`src/rtl/bhat_pkg.sv`:
```
`default_nettype none
package bhat_pkg;

  localparam int unsigned ENTRIES_DEF    = 128;
  localparam int unsigned ADDR_BITS_DEF  = 48;
  localparam int unsigned COUNT_BITS_DEF = 32;
  localparam int unsigned FIELD_ADDR_W   = 48;
  localparam logic [31:0] WARM_RST       = 32'd10;
  localparam logic [31:0] HOT_RST        = 32'd100;

  localparam logic [1:0] OP_REGISTER = 2'd0;
  localparam logic [1:0] OP_TOUCH    = 2'd1;
  localparam logic [1:0] OP_PRUNE    = 2'd2;

  localparam logic [1:0] MODE_OFF = 2'd0;
  localparam logic [1:0] MODE_PIN = 2'd2;

  localparam logic [1:0] REG_MODE = 2'd0;
  localparam logic [1:0] REG_WARM = 2'd1;
  localparam logic [1:0] REG_HOT  = 2'd2;

  localparam logic [1:0] TIER_COLD = 2'd0;
  localparam logic [1:0] TIER_WARM = 2'd1;
  localparam logic [1:0] TIER_HOT  = 2'd2;

  localparam logic [2:0] ST_DONE      = 3'd0;
  localparam logic [2:0] ST_IGNORED   = 3'd1;
  localparam logic [2:0] ST_DUPLICATE = 3'd2;
  localparam logic [2:0] ST_FULL      = 3'd3;
  localparam logic [2:0] ST_NOMATCH   = 3'd4;
  localparam logic [2:0] ST_SKIPPED   = 3'd5;

  typedef enum logic [1:0] {
    S_IDLE,
    S_MATCH,
    S_APPLY
  } state_e;

  typedef struct packed {
    logic [1:0]  op;
    logic [47:0] address;
    logic [47:0] region_size;
    logic [1:0]  start_tier;
    logic [30:0] hot_total;
    logic [30:0] all_total;
  } req_t;

  typedef struct packed {
    logic [2:0]  status;
    logic [6:0]  entry_index;
    logic [1:0]  entry_tier;
    logic [31:0] entry_count;
    logic [7:0]  regions_tracked;
    logic [31:0] promotion_total;
  } rsp_t;

  // per-cycle commands broadcast to every cell
  typedef struct packed {
    logic capture;
    logic touch;
    logic prune;
    logic write;
    logic pin;
  } ctl_t;

endpackage
`default_nettype wire

```
`src/rtl/bhat_cell.sv`:
```
`default_nettype none
module bhat_cell #(
  parameter int unsigned ADDR_BITS  = bhat_pkg::ADDR_BITS_DEF,
  parameter int unsigned COUNT_BITS = bhat_pkg::COUNT_BITS_DEF,
  parameter int unsigned UW         = 8,
  parameter int unsigned INDEX      = 0
) (
  input  wire                   clk_i,
  input  bhat_pkg::req_t        cmd_i,
  input  bhat_pkg::ctl_t        ctl_i,
  input  wire [UW-1:0]          used_i,
  input  wire [31:0]            warm_thr_i,
  input  wire [31:0]            hot_thr_i,
  input  wire                   taken_i,
  output logic                  taken_o,
  output logic                  sel_o,
  output logic                  hit_o,
  output logic [1:0]            tier_o,
  output logic [COUNT_BITS-1:0] count_o,
  output logic                  promo_o
);

  localparam int unsigned AW = (ADDR_BITS < bhat_pkg::FIELD_ADDR_W) ?
                               ADDR_BITS : bhat_pkg::FIELD_ADDR_W;
  localparam logic [COUNT_BITS-1:0] CMAX = '1;
  localparam logic [UW-1:0] MY_IDX = UW'(INDEX);

  logic [AW-1:0]         base_q, len_q;
  logic [1:0]            tier_q, tier_d;
  logic [COUNT_BITS-1:0] cnt_q, cnt_d, cnt_inc;
  logic                  hit_q, hit_d;
  logic                  valid, contains, promo, sel;
  logic [AW-1:0]         addr;
  logic [31:0]           inc_ext;

  assign addr     = cmd_i.address[AW-1:0];
  assign valid    = MY_IDX < used_i;
  assign contains = (addr >= base_q) && ((addr - base_q) < len_q);
  assign cnt_inc  = (cnt_q == CMAX) ? cnt_q : cnt_q + 1'b1;
  assign inc_ext  = 32'(cnt_inc);

  // lowest-index hit: a hit below claims the transaction, passed up the row
  assign sel     = hit_q && !taken_i;
  assign taken_o = taken_i || hit_q;

  always_comb begin
    hit_d = hit_q;
    if (ctl_i.capture) begin
      hit_d = valid && ((cmd_i.op == bhat_pkg::OP_REGISTER) ? (base_q == addr) : contains);
    end
  end

  always_comb begin
    tier_d = tier_q;
    cnt_d  = cnt_q;
    promo  = 1'b0;
    if (ctl_i.touch && sel) begin
      cnt_d = cnt_inc;
      if (ctl_i.pin) begin
        if (tier_q == bhat_pkg::TIER_COLD && inc_ext > warm_thr_i) begin
          tier_d = bhat_pkg::TIER_WARM;
          promo  = 1'b1;
        end else if (tier_q == bhat_pkg::TIER_WARM && inc_ext > hot_thr_i) begin
          tier_d = bhat_pkg::TIER_HOT;
          promo  = 1'b1;
        end
      end
    end else if (ctl_i.prune && valid) begin
      cnt_d = cnt_q >> 1;
      if (cnt_d == '0) begin
        tier_d = bhat_pkg::TIER_COLD;
      end
    end
  end

  always_ff @(posedge clk_i) begin
    hit_q <= hit_d;
    if (ctl_i.write && used_i == MY_IDX) begin
      base_q <= addr;
      len_q  <= cmd_i.region_size[AW-1:0];
      tier_q <= (cmd_i.start_tier > bhat_pkg::TIER_HOT) ? bhat_pkg::TIER_HOT
                                                         : cmd_i.start_tier;
      cnt_q  <= '0;
    end else begin
      tier_q <= tier_d;
      cnt_q  <= cnt_d;
    end
  end

  assign sel_o   = sel;
  assign hit_o   = hit_q;
  assign tier_o  = sel ? tier_d : 2'd0;
  assign count_o = sel ? cnt_d : '0;
  assign promo_o = promo;

endmodule
`default_nettype wire

```
`config.mk`:
```
export PLATFORM = sky130hd
export DESIGN_NAME = bhat_cell
export DESIGN_NICKNAME = d
export VERILOG_FILES = /design/src/rtl/bhat_pkg.sv /design/src/rtl/bhat_cell.sv
export SDC_FILE = /design/constraint.sdc
export NUM_CORES = 1
export LEC_CHECK = 0
export BUFFER_PORTS_ARGS = -buffer_cell sky130_fd_sc_hd__buf_4
export CORE_MARGIN = 5
export CORE_UTILIZATION = 60
export DETAILED_ROUTE_END_ITERATION = 8
export GPL_TIMING_DRIVEN = 1
export PLACE_DENSITY = 0.95
export SLEW_MARGIN = 20
export SYNTH_ARGS = -nofsm -noshare
export SYNTH_HDL_FRONTEND = slang
export SYNTH_SLANG_ARGS = --single-unit
export TNS_END_PERCENT = 5
```
`constraint.sdc`:
```
create_clock -name clk_i -period 9.4 [get_ports clk_i]
set_input_delay 1.88 -clock clk_i [delete_from_list [all_inputs] [get_ports clk_i]]
set_output_delay 1.88 -clock clk_i [all_outputs]
set_load 0.02 [all_outputs]
```
-- Yosys cells after proc, flatten, opt, wreduce, memory -nomap -nowiden
Cells that the tools add are included.
- bitwise gates (word level): 0
- mux-type cells: 18
- shift-type cells: 0
- magnitude comparators: 6
- equality and inequality tests: 3
- multipliers: 0
- add/sub/neg operators: 2
- reduce and logical (&&, ||, !) cells: 14
- div/mod/pow operators: 0
- operators by type and width (cell ; count):
    32-bit two-way mux ; 4
    32-bit > comparator ; 2
    48-bit equality test ; 1
    48-bit greater-or-equal comparator ; 1
    48-bit less-than comparator ; 1
    48-bit subtractor ; 1
    32-bit by 1-bit adder with 32-bit output (second input constant) ; 1
    32-bit equality test (second input constant) ; 1
    32-bit zero test ; 1
    2-bit two-way mux ; 9
    1-bit logical AND ; 8
    8-bit zero test ; 1
    1-bit by 8-bit less-than comparator with 1-bit output (first input constant) ; 1
    1-bit two-way mux ; 5
    2-bit zero test ; 2
    2-bit by 1-bit equality test with 1-bit output (second input constant) ; 1
    2-bit > comparator (second input constant) ; 1
    1-bit zero test ; 1
    1-bit logical OR ; 1
- bits in read-only memories: 0
- bits in writable memories: 0
- logic and storage cells: 48
- bits of input ports: 241
- output and inout bits: 38
- latch bits: 0
- register bits after elaboration: 131
- memories kept: 0

-- Depth between registers and ports, before layout
Gate-level depths: netlist of run 1.
- word-level depth: 9
- mapped depth: 22
- depth with buffers taken out: 22

-- Worst setup path before layout of run 1
No wires, ideal clock.
- kind: input -> register
- start point: input used_i[0]
- end point: register base_q[0], enable pin
- path buffers: 2
- arrival time: 5.777 ns
- setup time: 0.498 ns
- stages on the path: 5
- setup slack: 3.125 ns
- path through: or4_1 -> nor2_1 -> and2_1 -> clkbuf_1 -> clkbuf_1
- longest elaborated chain between the ends: 2
- RTL lines (element ; line ; source):
    start: declaration ; bhat_cell.sv:11 ; input wire [UW-1:0] used_i,
    8-bit zero test ; bhat_cell.sv:78 ; if (ctl_i.write && used_i == MY_IDX) begin
    1-bit logical AND ; bhat_cell.sv:78 ;
    end signal: assignment ; bhat_cell.sv:79 ; base_q <= addr;
    end: declaration ; bhat_cell.sv:28 ; logic [AW-1:0] base_q, len_q;
Every way passes these cells.
A chain may end at the register's enable or synchronous reset.

-- Worst setup path after layout of run 1
- start point: register cnt_q[8]
- end point: output tier_o[0]
- longest elaborated chain between the ends: 9
- elaborated cells between the ends (all ways): 15
- RTL lines (element ; line ; source):
    start: declaration ; bhat_cell.sv:30 ; logic [COUNT_BITS-1:0] cnt_q, cnt_d, cnt_inc;
    start signal: assignment ; bhat_cell.sv:86 ; cnt_q <= cnt_d;
    32-bit by 1-bit adder with 32-bit output or 32-bit equality test (tied branches) ; bhat_cell.sv:39 ; assign cnt_inc = (cnt_q == CMAX) ? cnt_q : cnt_q + 1'b1;
    32-bit two-way mux ; bhat_cell.sv:39 ;
    32-bit > comparator ; bhat_cell.sv:63 ; end else if (tier_q == bhat_pkg::TIER_WARM && inc_ext > hot_thr_i) begin
    1-bit logical AND ; bhat_cell.sv:63 ;
    2-bit two-way mux ; bhat_cell.sv:63 ;
    2-bit two-way mux ; bhat_cell.sv:60 ; if (tier_q == bhat_pkg::TIER_COLD && inc_ext > warm_thr_i) begin
    2-bit two-way mux ; bhat_cell.sv:59 ; if (ctl_i.pin) begin
    2-bit two-way mux * ; bhat_cell.sv:57 ; if (ctl_i.touch && sel) begin
    2-bit two-way mux * ; bhat_cell.sv:92 ; assign tier_o = sel ? tier_d : 2'd0;
    end: declaration ; bhat_cell.sv:18 ; output logic [1:0] tier_o,
Every way passes the cells marked *; elsewhere a longest branch is shown, timed or not.

==> flow_metrics.tcl, run 1 <==
set metrics [dict create \
    synth_top_area_frac 0.252 \
    static_power_due_to_leakage_nw 6.73 \
    worst-r2r-cell-count 20 \
    min_period_ps 7140 \
    crit_path_top_delay_cell "dfxtp_1" \
    setup.worst_path.end "tier_o[0]" \
    grt_pass1_wl_um 52600 \
    area_delta_synth_final_pct 20.7 \
    post-route-period-util 0.759 \
    cts_sink_count 131 \
    numCtsBuffers 17 \
    report.final.slew_viol_count 0 \
    yosys.cell_types.count 78 \
    hold_path_class "reg2reg" \
    async_reset_ff_frac 0 \
    final_instance_count_without_filler_cells 1795 \
    grt_antenna_before_repair 0 \
    cts_tree "built" \
    synth_edf_count 97 \
    fp.dieW_um 149 \
    worstPathRequired_ps 7520 \
    path_cells "nand4_4, or4_4, nor4_4, nor3_2, and2_4, and3_4, xor2_2, ha_1, nand4_1, or2_2, nor3_1, nand2_1, nor2_1, nor4b_1, a32o_1, a31oi_1, nor2_1, buf_4" \
    cts.clk_slew.worst_paths_ps 60 \
    crit-reg2reg-launch "base_q[0]" \
    detailedPlacementHpwl_um 25100 \
    drt-wirelength-per-cell_um 18.5 \
    critical-path-top-cell-by-count "nor2_1" \
    remaining_overflow_grt 0 \
    start_util 0.613 \
    floorplan.io_pins 279 \
    setup.worst_path.start "cnt_q[8]" \
    achievable-frequency_ghz 0.140 \
    die-area_um2 22100 \
    drive_gt1_frac 0.190 \
    yosys_warnings 0 \
    clkLatencyLatePin_ps 440 \
    setup_ws_ps 2260 \
    regToRegSetupSlack_ps 4170 \
    drt_first_pass_iters 6 \
    slew_headroom 0.281 \
    synthesis.instances 1336 \
    synth.ff_latch_count 131 \
    skew_ps 15.7 \
    cell_area_after_synthesis_um2 11500 \
    clock_tree.htree_level_count 4 \
    final_net_count 1924 \
    core-area_um2 18800 \
    synth_flop_cell "edfxtp_1" \
    root_buffer "clkbuf_16" \
    place_congestion 0.916 \
    worstReg2RegEnd "hit_o" \
    first_global_vias 10818 \
    rsz0062_at_grt "no" \
    finalPower_mw 2.05 \
    totalNegativeSetupSlack_ps 0 \
    critPathMaxFanout 10 \
    vdd.ir_drop.worst_mv 0.130 \
    route.detailed.drc 0 \
    setup_violations 0 \
    route.detailed.vias_per_inst 6.14 \
    drt.antenna.violating_nets 0 \
    routed_wirelength_um 33200 \
    antenna-diode-count 0 \
    most_area_consuming_cells_after_synthesis "edfxtp_1, ha_1, dfxtp_1" \
    status "finished, final reports clean" \
    fp.dieH_um 149 \
    kind_of_critical_path "reg2out" \
    grt_start_max_net_pins 87 \
    synth_sequential_area_ratio 0.311 \
    count_of_buffers_added_by_post_cts_timing_repair_for_setup 0 \
    p_per_area_nw_per_um2 147 \
    net_count_after_synthesis 1738 \
    avgSynthCellArea_um2 8.64 \
    cts_hold_buf 0 \
    tightest_slew_ps 1080 \
    vias 11019 \
    post_cts_resize_count 0 \
    fin_area_um2 13900 \
    core.rowCount 50 \
    worstPathArrival_ps 5260 \
    dp.cells 1763 \
    port_buffers 216 \
    worst_setup_path_start_kind "flop" \
    detailedRoute.firstIterationViolations 1053 \
    finalHoldViolations 0 \
    netlist.top_cell.by_area "edfxtp_1" \
    cts_max_path_buffers 2 \
    endpoint_type_of_the_worst_setup_path "primary output" \
    preCtsSetupSlack_ps 2660 \
    max_stage_delay_ps 570 \
    max_capacitance_violation_count 0 \
    placed_cell_area_um2 13300 \
    globalRouteTotalUtil 0.292 \
]
-- cell usage after synthesis, types with 17 or more instances --
master and number:
inv_1 176, ha_1 160, nor2_1 116, a21oi_1 104, edfxtp_1 97, nand2_1 76, a21o_1 55, o21ai_0 55
xnor2_1 47, nand4_1 36, dfxtp_1 34, clkbuf_1 30, nand3_1 30, xor2_1 26, mux2i_1 24, a211oi_1 22
nor3_1 21, buf_2 19, and3_1 17
-- area by class of cell --
type | count | area [um2]
multi-input combinational | 973 | 7050
fill | 1273 | 4900
sequential | 131 | 3590
timing repair buffer | 222 | 1670
inverter | 177 | 664
clock buffer | 17 | 425
tap | 260 | 325
clock inverter | 15 | 200
-- per-stage QoR --
step           hold slack (ps)   util
6_report                   555  0.740
5_1_grt                    592  0.740
4_1_cts                    556  0.740
3_5_place_dp               547  0.707
3_3_place_gp               536  0.707
2_1_floorplan              494      -
-- kinds of logic (layout without fill, tap and decap cells) --
logic type | count (synthesis) | count (layout) | synth area share
DFF | 131 | 131 | 0.311
adders and majority gates | 161 | 161 | 0.175
buffers and inverters | 232 | 431 | 0.0788
muxes | 28 | 28 | 0.0247
and+or+nand+nor | 377 | 377 | 0.167
AOI/OAI and AO/OA | 333 | 333 | 0.186
xor gates and xnor gates | 74 | 74 | 0.0568
-- registers in the layout, indices dropped and copies added (netlist names) --
signal and flops:
base_q 48, hit_o 1, cnt_q 32, len_q 48
tier_q 2
-- per-layer routing --
layer  vias to the layer above  GRT usage  part of all wire
li1                       5162          -                 -
met2                       608      0.501              0.48
met5                         -          0                 0
met1                      5137      0.349              0.39
met3                       112     0.0634             0.081
met4                         0      0.136             0.044
-- worst max-delay path, delay by kind of cell (launching register included) --
family | cells | cell delay [ps]
xor+xnor | 1 | 170
fa+ha+maj | 1 | 330
flops | 1 | 570
buf+inv | 1 | 180
compound gates | 2 | 450
simple gates | 13 | 3090
-- layout by cell type, fill, tap and decap left out, types with 5 or more instances in the layout --
cell       instances
nor2b_1           12
mux2i_1           24
a221oi_1          10
or3_1              7
nand3_1           30
and3_1            17
nor2_1           116
o21ai_1            5
a211oi_1          22
inv_6              5
nand2b_1           8
xor2_1            26
nor3_1            21
o21ai_0           54
a21oi_1          104
nand4_1           36
a311oi_1           5
xnor2_1           47
dfxtp_1           34
clkbuf_16         17
o21a_1             9
and2_1             6
o211ai_1           9
inv_1            176
or2_2              9
nand2_1           76
nor4_1            14
buf_4            222
a31oi_1           13
ha_1             160
a21o_1            55
edfxtp_1          97
-- how the worst min path moves through the flow --
stage	end	from	slack, ps	cells past startpoint
final	cnt_q[29]	cnt_q[29]	550	2
after global routing	cnt_q[17]	cnt_q[18]	590	2
after CTS	cnt_q[29]	cnt_q[29]	560	2
after detailed placement	cnt_q[29]	cnt_q[29]	550	2
after global placement	cnt_q[29]	cnt_q[29]	540	2
after floorplan	cnt_q[18]	cnt_q[18]	490	2
-- where the power goes --
group          switching, mW  leakage (nW)  internal [mW]
registers             0.0811          1.15          0.654
logic                  0.318          5.28          0.275
clock network          0.276         0.300          0.446
(Power assumes the default switching activity.)
==> run 2: changes to the inputs <==
--- a/config.mk
+++ b/config.mk
@@ -7,10 +7,10 @@
 export LEC_CHECK = 0
 export BUFFER_PORTS_ARGS = -buffer_cell sky130_fd_sc_hd__buf_4
 export CORE_MARGIN = 5
-export CORE_UTILIZATION = 60
+export CORE_UTILIZATION = 56
 export DETAILED_ROUTE_END_ITERATION = 8
 export GPL_TIMING_DRIVEN = 1
-export PLACE_DENSITY = 0.95
+export PLACE_DENSITY = 0.92
 export SLEW_MARGIN = 20
 export SYNTH_ARGS = -nofsm -noshare
 export SYNTH_HDL_FRONTEND = slang
==> constraint.sdc (replaced) <==
create_clock -name clk_i -period 6.8 [get_ports clk_i]
set_input_delay 1.36 -clock clk_i [delete_from_list [all_inputs] [get_ports clk_i]]
set_output_delay 1.36 -clock clk_i [all_outputs]
set_load 0.02 [all_outputs]
==> run 2 against run 1 <==
Clock power is 45% higher. Via count is 1.9% lower. Clock skew hardly changed. Final cell count is 0.72% higher. Power is 41% higher. Die area is 6.7% higher. Core utilization is 4.7 points lower. Clock-buffer cell count stayed put. Combinational power is 38% higher. Sequential cell count stayed put. First-iteration DRC count is 2.0% lower. Critical path type unchanged. Largest power group is now the clock network. Highest routed layer is now met5.
==> flow_metrics.tcl, run 2 (synthesis results as in run 1) <==
set metrics [dict create \
    status "finished, final reports clean" \
    routed_wirelength_um 33100 \
    port_buffers 216 \
    globalRoute.busiestLayer "met2" \
    globalRouteMet2Util 0.472 \
    cp.depth 18 \
    final_net_count 1928 \
    vdd.ir_drop.worst_mv 0.209 \
    met1_usage 0.319 \
    core-area_um2 20200 \
    max_stage_delay_ps 600 \
    final_instance_count_without_filler_cells 1808 \
    floorplan.io_pins 279 \
    power_report.internal_total_mw 1.97 \
    hold_path_class "reg2reg" \
    drt_first_pass_iters 6 \
    first_global_vias 10803 \
    start_util 0.570 \
    finalCoreUtilization 0.692 \
    core.rowCount 52 \
    clkLatencyLatePin_ps 440 \
    totalNegativeSetupSlack_ps 0 \
    worstPathArrival_ps 5240 \
    cts_max_path_buffers 2 \
    min_period_ps 6600 \
    crit_buf_inv 1 \
    drive_gt1_frac 0.191 \
    power.share.switching 0.317 \
    achievable-frequency_ghz 0.152 \
    dp.cells 1777 \
    clock_tree.htree_level_count 4 \
    route.detailed.vias_per_inst 5.98 \
    netSwitchingPower_mw 0.913 \
    layout_commonest_cell "buf_4" \
    hold_path_depth 2 \
    tightest_slew_ps 797 \
    remaining_overflow_grt 0 \
    setup_violations 0 \
    detailedRoute.firstIterationViolations 1032 \
    skew_ps 16.1 \
    count_of_buffers_added_by_post_cts_timing_repair_for_setup 0 \
    seqPwrFrac 0.352 \
    slew_headroom 0.469 \
    place_congestion 0.920 \
    layout.cells.most_common_list "buf_4, inv_1, ha_1" \
    share_clk_of_total_power 0.363 \
    grt_pass1_wl_um 52400 \
    top_regs "base_q x48, len_q x48, cnt_q x32" \
    crit_path_top_delay_cell "or4_4" \
    worst_hold_startpoint "cnt_q[18]" \
    critPathMaxFanout 10 \
    fp.dieW_um 154 \
    grt_start_max_net_pins 53 \
    grt_antenna_before_repair 3 \
    area_delta_synth_final_pct 21.4 \
    route.detailed.drc 0 \
    static_power_due_to_leakage_nw 6.77 \
    grt.met3_usage 0.0607 \
    finalHoldViolations 0 \
    path_cells "nand3_2, or4_4, nor4_4, nor3_2, and2_4, and3_4, xor2_2, ha_1, nand4_1, or2_2, nor3_2, nand2_1, nor2_1, nor4b_1, a32o_1, a31oi_1, nor2_1, buf_4" \
    max_capacitance_violation_count 0 \
    numCtsBuffers 17 \
    endpoint_type_of_the_worst_setup_path "primary output" \
    cts.clk_slew.worst_paths_ps 70 \
    cts_tree "built" \
    worstPathRequired_ps 5440 \
    fillCellCount 1520 \
    worst-r2r-cell-count 20 \
    fin_area_um2 14000 \
    critical_path.top_delay_family "simple AND/OR/NAND/NOR gates" \
    post-route-period-util 0.970 \
    root_buffer "clkbuf_16" \
    setup.worst_path.start "cnt_q[12]" \
    rsz0062_at_grt "no" \
    kind_of_critical_path "reg2out" \
    worst_setup_path_start_kind "flop" \
    report.final.slew_viol_count 0 \
    vias 10807 \
    drt.antenna.violating_nets 0 \
    drt-wirelength-per-cell_um 18.3 \
    detailedPlacementHpwl_um 25500 \
    p_comb_frac 0.284 \
    fp.dieH_um 154 \
    p_per_area_nw_per_um2 206 \
    crit-reg2reg-launch "base_q[0]" \
    hold-worst-slack_ps 566 \
    placed_cell_area_um2 13300 \
    cts_sink_count 131 \
    globalRouteTotalUtil 0.270 \
    die-area_um2 23600 \
]
[run 2: worst min-delay path, stage by stage (launching register included)]
cell and delay [ps]:
dfxtp_1 380, nand2_1 90, a21oi_1 50
[run 2: timing repair]
action	CTS	global route
hold buffers	0	0
gates resized for setup	0	1
setup endpoints to repair	0	1
[run 2: stage by stage]
stage          worst slack (ps)  power [mW]
5_1_grt                     102        3.04
4_1_cts                     249        2.87
3_5_place_dp                455        1.83
3_3_place_gp                604        1.79
2_1_floorplan              1050        1.57
6_report                    204        2.88
[run 2: worst paths after layout]
kind | to | slack (ps)
setup / recovery | tier_o[0] | 200
hold / removal | cnt_q[18] | 570
setup reg to reg | hit_o | 1540
hold reg to reg | cnt_q[18] | 570
[run 2: final cells by class]
cell class | instances | area (um2) | area share
well taps | 270 | 338 | 0.0241
multi-input cells | 973 | 7060 | 0.504
inverters | 177 | 664 | 0.0474
clock buffers | 17 | 425 | 0.0304
diodes | 1 | 2.50 | 0.000179
repair buffers | 226 | 1700 | 0.121
clock inverters | 13 | 230 | 0.0164
flip-flops and latches | 131 | 3590 | 0.256
[run 2: power groups by stage]
stage / combinational (mW) / clock (mW) / sequential (mW)
after global routing: 0.917 / 1.09 / 1.03
after floorplan: 0.619 / 0 / 0.948
after global placement: 0.763 / 0 / 1.02
final: 0.819 / 1.05 / 1.02
after detailed placement: 0.801 / 0 / 1.03
after CTS: 0.811 / 1.05 / 1.01
[run 2: metal layers]
metal | up-vias | wire (um)
li1 | 5154 | -
met1 | 4991 | 12700
met4 | 4 | 1380
met5 | - | 36
met3 | 106 | 2760
met2 | 552 | 16200
